**config.mk**
```make
export PLATFORM = sky130hd
export DESIGN_NAME = ffs_ctrl
export DESIGN_NICKNAME = d
export VERILOG_FILES = /design/src/sv/ffs_pkg.sv /design/src/sv/ffs_ctrl.sv
export SDC_FILE = /design/constraint.sdc
export NUM_CORES = 1
export LEC_CHECK = 0
export BUFFER_PORTS_ARGS = -buffer_cell sky130_fd_sc_hd__buf_2
export CORE_MARGIN = 2
export CORE_UTILIZATION = 52
export CTS_CLUSTER_DIAMETER = 120
export CTS_CLUSTER_SIZE = 28
export DETAILED_ROUTE_END_ITERATION = 12
export GPL_ROUTABILITY_DRIVEN = 0
export PLACE_DENSITY = 0.77
export SLEW_MARGIN = 20
export SYNTH_ARGS = -nofsm -noshare
export SYNTH_HDL_FRONTEND = slang
export SYNTH_SLANG_ARGS = --single-unit
```
**constraint.sdc**
```tcl
create_clock -name clk -period 2.63 [get_ports clk]
set_input_delay 0.3945 -clock clk [delete_from_list [all_inputs] [get_ports clk]]
set_output_delay 0.3945 -clock clk [all_outputs]
set_load 0.01 [all_outputs]
```
**src/sv/ffs_pkg.sv**
```systemverilog
package ffs_pkg;

  localparam int CMD_W = 2;
  localparam int VAL_W = 13;
  localparam int ANS_W = 13;
  localparam int STS_W = 2;

  localparam logic [CMD_W-1:0] CMD_INSERT = 2'd0;
  localparam logic [CMD_W-1:0] CMD_DELETE = 2'd1;
  localparam logic [CMD_W-1:0] CMD_QUERY  = 2'd2;
  localparam logic [CMD_W-1:0] CMD_CLEAR  = 2'd3;

  localparam logic [STS_W-1:0] STS_DONE    = 2'd0;
  localparam logic [STS_W-1:0] STS_IGNORED = 2'd1;
  localparam logic [STS_W-1:0] STS_RANGE   = 2'd2;

  typedef enum logic [3:0] {
    OP_NONE,
    OP_LOAD,
    OP_ANS_ONE,
    OP_RANGE_ERR,
    OP_LEAF_ADDR,
    OP_SWEEP_INIT,
    OP_SWEEP,
    OP_ROOT_ADDR,
    OP_DUP,
    OP_LEAF_WR,
    OP_MERGE,
    OP_ROOT_SHORT,
    OP_Q_START,
    OP_DESCEND
  } dp_op_t;

  typedef struct packed {
    dp_op_t op;
    logic   rd_kids;
  } ctrl_cmd_t;

  typedef struct packed {
    logic is_clear;
    logic is_query;
    logic k_zero;
    logic in_range;
    logic leaf_conflict;
    logic root_short;
    logic left_fit;
    logic cross_fit;
    logic half_one;
    logic at_root;
    logic sweep_last;
  } dp_stat_t;

endpackage

```
**src/sv/ffs_ctrl.sv**
```systemverilog
module ffs_ctrl import ffs_pkg::*; (
  input  logic      clk,
  input  logic      rst_n,
  input  logic      start,
  input  dp_stat_t  stat,
  output ctrl_cmd_t cmd,
  output logic      busy,
  output logic      done
);

  typedef enum logic [11:0] {
    S_CLR      = 12'b0000_0000_0001,
    S_IDLE     = 12'b0000_0000_0010,
    S_DEC      = 12'b0000_0000_0100,
    S_LEAF_RD  = 12'b0000_0000_1000,
    S_LEAF_CHK = 12'b0000_0001_0000,
    S_UP_RD    = 12'b0000_0010_0000,
    S_UP_MG    = 12'b0000_0100_0000,
    S_QR_RD    = 12'b0000_1000_0000,
    S_QR_CHK   = 12'b0001_0000_0000,
    S_Q_RD     = 12'b0010_0000_0000,
    S_Q_EV     = 12'b0100_0000_0000,
    S_DONE     = 12'b1000_0000_0000
  } state_t;

  state_t state_r, state_nxt;
  logic   report_r, report_nxt;

  always_comb begin
    state_nxt   = state_r;
    report_nxt  = report_r;
    cmd.op      = OP_NONE;
    cmd.rd_kids = 1'b0;
    case (state_r)
      S_CLR: begin
        cmd.op = OP_SWEEP;
        if (stat.sweep_last) begin
          state_nxt = report_r ? S_DONE : S_IDLE;
        end
      end
      S_IDLE: begin
        if (start) begin
          cmd.op    = OP_LOAD;
          state_nxt = S_DEC;
        end
      end
      S_DEC: begin
        if (stat.is_clear) begin
          cmd.op     = OP_SWEEP_INIT;
          report_nxt = 1'b1;
          state_nxt  = S_CLR;
        end else if (stat.is_query) begin
          if (stat.k_zero) begin
            cmd.op    = OP_ANS_ONE;
            state_nxt = S_DONE;
          end else begin
            cmd.op    = OP_ROOT_ADDR;
            state_nxt = S_QR_RD;
          end
        end else if (!stat.in_range) begin
          cmd.op    = OP_RANGE_ERR;
          state_nxt = S_DONE;
        end else begin
          cmd.op    = OP_LEAF_ADDR;
          state_nxt = S_LEAF_RD;
        end
      end
      S_LEAF_RD: state_nxt = S_LEAF_CHK;
      S_LEAF_CHK: begin
        if (stat.leaf_conflict) begin
          cmd.op    = OP_DUP;
          state_nxt = S_DONE;
        end else begin
          cmd.op    = OP_LEAF_WR;
          state_nxt = S_UP_RD;
        end
      end
      S_UP_RD: begin
        cmd.rd_kids = 1'b1;
        state_nxt   = S_UP_MG;
      end
      S_UP_MG: begin
        cmd.op    = OP_MERGE;
        state_nxt = stat.at_root ? S_DONE : S_UP_RD;
      end
      S_QR_RD: state_nxt = S_QR_CHK;
      S_QR_CHK: begin
        if (stat.root_short) begin
          cmd.op    = OP_ROOT_SHORT;
          state_nxt = S_DONE;
        end else begin
          cmd.op    = OP_Q_START;
          state_nxt = S_Q_RD;
        end
      end
      S_Q_RD: begin
        cmd.rd_kids = 1'b1;
        state_nxt   = S_Q_EV;
      end
      S_Q_EV: begin
        cmd.op = OP_DESCEND;
        if ((stat.cross_fit && !stat.left_fit) || stat.half_one) begin
          state_nxt = S_DONE;
        end else begin
          state_nxt = S_Q_RD;
        end
      end
      S_DONE: begin
        report_nxt = 1'b0;
        state_nxt  = S_IDLE;
      end
      default: state_nxt = S_IDLE;
    endcase
  end

  always_ff @(posedge clk) begin
    if (!rst_n) begin
      state_r  <= S_CLR;
      report_r <= 1'b0;
    end else begin
      state_r  <= state_nxt;
      report_r <= report_nxt;
    end
  end

  assign busy = (state_r != S_IDLE);
  assign done = (state_r == S_DONE);

endmodule

```
==> flow_summary_export.csv, run 1 <==
group,metric,value,unit
synth,synth_mux_area_share,0,%
synth,synth_edf_count,0,
route,num_vias,1015,
route,ant_nets,0,
outcome,status,"complete, but fails checks",
placement,numPortBuffers,20,
synth,yosysTopAreaCell,"dfxtp_1",
worst_setup_path,arrival,2.35,ns
floorplan,coreArea,1708,um^2
global_route,grt_max_degree,12,
floorplan,start_util,55.02,%
global_route,globalRouteTotalUtil,25.08,%
clocking,htree_num_levels,1,
route,routed-wl-met3,155,um
clocking,cts.sinks,13,
synth,yosys.area_share.simple,43.94,%
clocking,cts_buffer_depth,2,
layout,diodes,0,
power,total_power,0.4315,mW
power,comb_power_share,24.8,%
floorplan,fp.dieH,46.51,um
clocking,root_buffer,"clkbuf_4",
worst_setup_path,critical-path-slowest-cell,"or4_4",
sta,finalWorstSetupSlack,-0.1188,ns
clocking,clk_pin_slew,0.08,ns
power,vdd_drop_max,0.2485,mV
global_route,antenna_found_initial,0,
worst_setup_path,cp.required,2.24,ns
layout,fillers,148,
power,internal_power,0.3084,mW
synth,synthTopCellsByCount,"dfxtp_1 (13), clkbuf_1 (9), nor4_1 (9), nand2_1 (8), nor2_1 (8)",
worst_setup_path,cpPeakStageDelay,0.54,ns
synth,synthAdderAreaFrac,0,%
synth,synth_nets,135,
synth,yosys_warnings,0,
synth,synth_compound_area_share,16.78,%
worst_hold_path,hp-class,"in -> reg",
worst_setup_path,crit_fanout,4,
floorplan,die_w,46.51,um
sta,relSlewSlack,66.91,%
synth,async_reset_ff_share,0,%
clocking,cts_tree,"done",
sta,rsz0062_at_grt,"true",
clocking,postCtsHoldBufs,0,
layout,fin_nets,161,
power,p_seq_share,47.3,%
power,switchingPower,0.1231,mW
synth,synth_cell_types,37,
sta,min_period_over_period,104.5,%
synth,synth_xor_area_share,4.660,%
sta,fin_crit,2.749,ns
route,detail_route.first_pass.iterations,4,
synth,syn-cell-area,939.7,um^2
route,met1_length,1103,um
floorplan,ios,21,
synth,yosys_most_used_dff,"dfxtp_1",
layout,synthToLayoutAreaGrowth,21.70,%
worst_setup_path,crit_family,"simple AND/OR/NAND/NOR gates",
worst_setup_path,cp_num_buf_inv,1,
clocking,clkLatencyLatePin,0.27,ns
power,cellLeakagePower,0.4487,nW
placement,placed_cells,164,
worst_setup_path,end_kind,"output pin",
placement,placed_cell_area,1089,um^2
route,wl,2384,um
worst_setup_path,critPathKind,"reg -> out",
global_route,grt_pass1_vias,851,
synth,postSynthAreaPerCell,7.766,um^2
layout,drive_gt1_share,30.14,%
route,post_drt_wl_per_cell,13.94,um
synth,synth.most_common_cell,"dfxtp_1",
flow_run,drv_cap,0,
route,highest_layer,"met4",
synth,ys_ff_latch,13,
sta,final-setup-viol-count,2,
route,met2RoutedLength,1087,um
power,swShare,28.53,%
route,drt_iter0_markers,35,
route,drc,0,
floorplan,rows,15,
synth,synth_cells,121,
sta,max_freq,363.8,MHz
outcome,violations,"negative setup slack",
layout,fin_area,1144,um^2
sta,worst_pin_slew,0.4918,ns
global_route,overflow,0,
synth,yosysSeqAreaShare,27.70,%
floorplan,design.die.area,2163,um^2
sta,drv_slew,0,
sta,finalSetupTns,-0.1880,ns
sta,hold_viol,0,
power,clkPwrFrac,27.9,%
clocking,numCtsBuffers,3,
synth,synth_top_family_by_area,"simple AND/OR/NAND/NOR gates",
route,viasPerCell,5.936,
placement,dpl.hpwl,1780,um
synth,yosys-top-cells-area,"dfxtp_1 (28%), nor4b_1 (6.5%), nor4_1 (6.0%), clkbuf_1 (3.6%), a21oi_1 (3.2%)",
sta,clock_skew,0.001870,ns
worst_setup_path,path_cells,"or4_4, or3_4, or4b_4, nand2_1, or3_1, buf_2",
global_route,grt_pass1_wl,3864,um
synth,netlist.area_leader.share,27.70,%
worst_setup_path,critPathLaunchType,"flip-flop",
power,power.density,377.3,nW/um^2
layout,finalNonFillerCells,171,
## flip-flops by register name, summed over array words and instances, names as in the netlist
name,cells
state_r,12
report_r,1
## path summary, 6_finish.rpt
kind | from | to | slack, ns | cells past startpoint
setup / recovery | state_r[1] | cmd[3] | -0.12 | 6
hold / removal | stat[8] | state_r[7] | 0.32 | 2
setup reg to reg | state_r[1] | state_r[9] | 0.39 | 6
hold reg to reg | report_r | report_r | 0.55 | 2
## metrics by stage
step / setup slack, ns / util [%] / hold slack, ns
floorplan: 0.1741 / - / 0.4700
detailed placement: 0.1384 / 63.74 / 0.5325
global placement: 0.1795 / 63.74 / 0.5139
finish: -0.1188 / 66.96 / 0.3243
CTS: -0.1092 / 66.96 / 0.3161
global route: -0.1717 / 66.96 / 0.3365
## cell families (layout without fill, tap and decap cells)
group                     Yosys count  in the layout
xor gates and xnor gates            5              5
buffers and inverters              15             40
and+or+nand+nor                    64             64
DFF                                13             13
AOI/OAI and AO/OA                  24             24
## routing by layer
metal,track usage (%),vias up
li1,-,510
met1,34.04,456
met2,40.56,45
met3,3.922,4
met4,7.429,0
met5,0,-
## placed cells by master, fill, tap and decap left out, types with 2 or more instances in the layout
| master | n |
|---|---|
| nor4b_1 | 6 |
| or4_4 | 2 |
| nor3_1 | 3 |
| nor2_1 | 8 |
| or4b_2 | 3 |
| o211ai_1 | 3 |
| nand2_1 | 8 |
| o21ai_0 | 3 |
| clkbuf_4 | 3 |
| nand3_1 | 5 |
| inv_1 | 4 |
| and3_1 | 3 |
| buf_4 | 12 |
| xnor2_1 | 3 |
| nor2b_1 | 2 |
| nand3b_1 | 2 |
| xor2_1 | 2 |
| a21oi_1 | 6 |
| dfxtp_1 | 13 |
| nand2b_1 | 3 |
| buf_2 | 20 |
| or4_1 | 2 |
| a21o_1 | 2 |
| o21a_1 | 4 |
| nor3b_1 | 2 |
| nor4_1 | 9 |
## cell type report
| class | count | area [um^2] | share of cell area [%] |
|---|---|---|---|
| multi-input cells | 93 | 620.6 | 54.27 |
| flip-flops and latches | 13 | 260.3 | 22.76 |
| repair buffers | 32 | 190.2 | 16.63 |
| well taps | 25 | 31.28 | 2.735 |
| clock buffers | 4 | 26.28 | 2.298 |
| inverters | 4 | 15.01 | 1.313 |
## repair_timing
action / CTS / global route
setup buffers: 3 / 0
resized for setup: 1 / 0
setup endpoints to repair: 3 / 2
pin swaps: 3 / 0
## power by group through the flow
stage	sequential, mW	combinational [mW]	clock (mW)
global route	0.205	0.116	0.128
detailed placement	0.209	0.0977	0
floorplan	0.208	0.0612	0
CTS	0.204	0.105	0.123
finish	0.204	0.107	0.120
global placement	0.209	0.0960	0
## worst reg2reg max path, stage by stage, from the launching register on
cell and delay [ns]:
dfxtp_1 0.32, or4_4 0.54, or3_4 0.42, or4b_4 0.51
buf_4 0.15, nor3_2 0.13, o21a_1 0.12
Note: power is estimated with default switching activity, not from simulation.
==> run 2, diff against run 1 <==
- ABC_AREA: unset -> 1
- CORE_UTILIZATION: 52 -> 53
- PLACE_DENSITY: 0.77 -> 0.78
- clock period: 2.63 -> 3.12 ns (I/O delays scaled with it)
==> run 2 against run 1 <==
  * The flow now finishes without violations
  * First-iteration DRC count is 20% higher
  * Final area down 0.44%
  * Final cell count rose by 19%
  * Area after synthesis grew 4.8%
  * Via count increased by 3.7%
  * Routed wire length shrank 0.84%
  * Clock power down 10%
  * Combinational power fell by 13%
  * Largest cell class unchanged
  * Hold slack improved by 0.085 ns
  * Register-to-register slack better by 1.4 ns
==> flow_summary_export.csv, run 2 <==
group,metric,value,unit
outcome,status,"completed",
layout,finalNonFillerCells,203,
power,cellLeakagePower,0.5583,nW
floorplan,die_w,47.11,um
route,drt_iter0_markers,42,
clocking,postCtsHoldBufs,0,
power,p_seq_share,46.3,%
placement,post-place-ws,1.270,ns
worst_setup_path,cp.required,2.65,ns
sta,final-setup-viol-count,0,
layout,layout_common_cells,"nand2_1 (36), inv_1 (27), buf_2 (20)",
synth,synth_edf_count,0,
power,internal_power,0.2534,mW
layout,final_core_utilization,65.23,%
clocking,cts_tree,"done",
worst_setup_path,end_kind,"output pin",
worst_hold_path,hp-class,"in -> reg",
route,ant_nets,0,
worst_hold_path,hold_depth,2,
synth,yosysTopAreaCell,"dfxtp_1",
synth,postSynthAreaPerCell,6.353,um^2
power,swShare,32.18,%
power,power.density,328.1,nW/um^2
sta,drv_slew,0,
floorplan,rows,15,
clocking,root_buffer,"clkbuf_4",
power,comb_power_share,24.9,%
floorplan,ios,21,
worst_setup_path,critPathLaunchType,"flip-flop",
sta,clock_skew,0.001641,ns
clocking,cts_resized,0,
layout,largest_reg_flops,12,
floorplan,fp.dieH,47.11,um
sta,hold_slack,0.4092,ns
sta,worst_pin_slew,0.4195,ns
synth,synth_nets,169,
global_route,globalRouteTotalUtil,25.06,%
route,detail_route.first_pass.iterations,4,
layout,fin_area,1139,um^2
layout,synthToLayoutAreaGrowth,15.63,%
synth,synth_cell_types,25,
clocking,htree_num_levels,1,
sta,fin_crit,2.166,ns
synth,ys_ff_latch,13,
placement,numPortBuffers,20,
clocking,clkLatencyLatePin,0.28,ns
placement,dpl.hpwl,1925,um
layout,final_common_cell,"nand2_1",
synth,synth_cells,155,
layout,drive_gt1_share,26.40,%
global_route,overflow,0,
clocking,numCtsBuffers,3,
synth,yosys_most_used_dff,"dfxtp_1",
global_route,grt_max_degree,12,
sta,finalWorstSetupSlack,0.9544,ns
global_route,grt_pass1_wl,3857,um
power,vdd_drop_max,0.2205,mV
worst_setup_path,arrival,1.70,ns
global_route,grt_pass1_vias,909,
synth,synth.most_common_cell,"nand2_1",
route,post_drt_wl_per_cell,11.65,um
layout,diodes,0,
route,viasPerCell,5.187,
placement,placed_cells,199,
sta,relSlewSlack,72.00,%
power,switchingPower,0.1202,mW
clocking,post_cts_buffers,0,
synth,yosys-top-cells-area,"dfxtp_1 (26%), nand2_1 (14%), inv_1 (10%), nand3_1 (6.6%), nor2_4 (5.7%)",
worst_setup_path,critPathKind,"reg -> out",
floorplan,start_util,56.42,%
synth,synthTopCellsByCount,"nand2_1 (36), inv_1 (27), dfxtp_1 (13), nand3_1 (13), nor2_1 (13)",
power,clkPwrFrac,28.9,%
synth,yosys_warnings,0,
synth,yosysSeqAreaShare,26.43,%
synth,netlist.area_leader.share,26.43,%
global_route,antenna_found_initial,0,
synth,async_reset_ff_share,0,%
power,total_power,0.3736,mW
sta,finalSetupTns,0,ns
layout,fin_nets,193,
layout,top_register,"state_r",
worst_setup_path,reg2reg_depth,10,
sta,max_freq,461.8,MHz
route,drc,0,
sta,rsz0062_at_grt,"false",
sta,hold_viol,0,
placement,placed_cell_area,1112,um^2
floorplan,coreArea,1745,um^2
clocking,cts_buffer_depth,2,
layout,reg_top3,"state_r x12, report_r x1",
worst_setup_path,crit_fanout,5,
clocking,clk_pin_slew,0.08,ns
sta,min_period_over_period,69.41,%
route,wl,2364,um
clocking,cts.sinks,13,
floorplan,design.die.area,2219,um^2
synth,syn-cell-area,984.7,um^2
flow_run,drv_cap,0,
route,num_vias,1053,
==> run 2: cell types whose count changed after synthesis, moves of 4 or more <==
cell	change
nor2_4	+5
nor4b_1	-7
nand2_1	+28
inv_1	+23
clkbuf_1	-8
o21ai_0	+4
nor3_1	+8
nor2_2	+5
nor2_1	+5
nand2_4	+4
nand3_1	+8
a21oi_1	-4
o21a_1	-4
nor4_1	-9
==> run 2: area by class of cell <==
class / instances / area (um^2)
multi-input combinational: 111 / 603.1
fill: 166 / 606.8
timing repair buffer: 20 / 100.1
tap: 25 / 31.28
sequential: 13 / 260.3
inverter: 30 / 117.6
clock buffer: 4 / 26.28
==> run 2: path summary, 6_finish.rpt <==
kind / startpoint / slack, ns / to
worst max register to register: state_r[0] / 1.74 / state_r[1]
worst min register to register: report_r / 0.52 / report_r
worst max-delay path: state_r[1] / 0.95 / cmd[1]
worst min-delay path: rst_n / 0.41 / state_r[0]
==> run 2: worst max-delay path, stage by stage (launching register included) <==
cell     delay (ns)
dfxtp_1        0.32
inv_1          0.12
nand2_1        0.09
nor2_1         0.18
inv_1          0.10
nor2_4         0.16
nand2_1        0.13
nand2_1        0.08
nor2_1         0.05
nand3_1        0.06
buf_2          0.13
==> run 2: metal layers <==
| layer | up-vias | part of all wire [%] | track usage, % |
|---|---|---|---|
| met4 | 0 | 1.0 | 8.889 |
| met1 | 458 | 41 | 32.41 |
| met3 | 3 | 8.5 | 5.000 |
| met2 | 58 | 49 | 41.37 |
| li1 | 534 | - | - |
| met5 | - | 0 | 0 |
==> run 2: cells by family after synthesis <==
family | synth area share (%)
simple gates | 52.48
buf+inv | 12.32
compound gates | 8.767
flops | 26.43
==> run 2: power by group through the flow <==
stage / Clock [mW] / Sequential [mW] / Combinational, mW
2_1_floorplan: 0 / 0.176 / 0.0641
3_3_place_gp: 0 / 0.176 / 0.0897
3_5_place_dp: 0 / 0.177 / 0.0915
5_1_grt: 0.121 / 0.174 / 0.103
4_1_cts: 0.110 / 0.173 / 0.0917
6_report: 0.108 / 0.173 / 0.0929
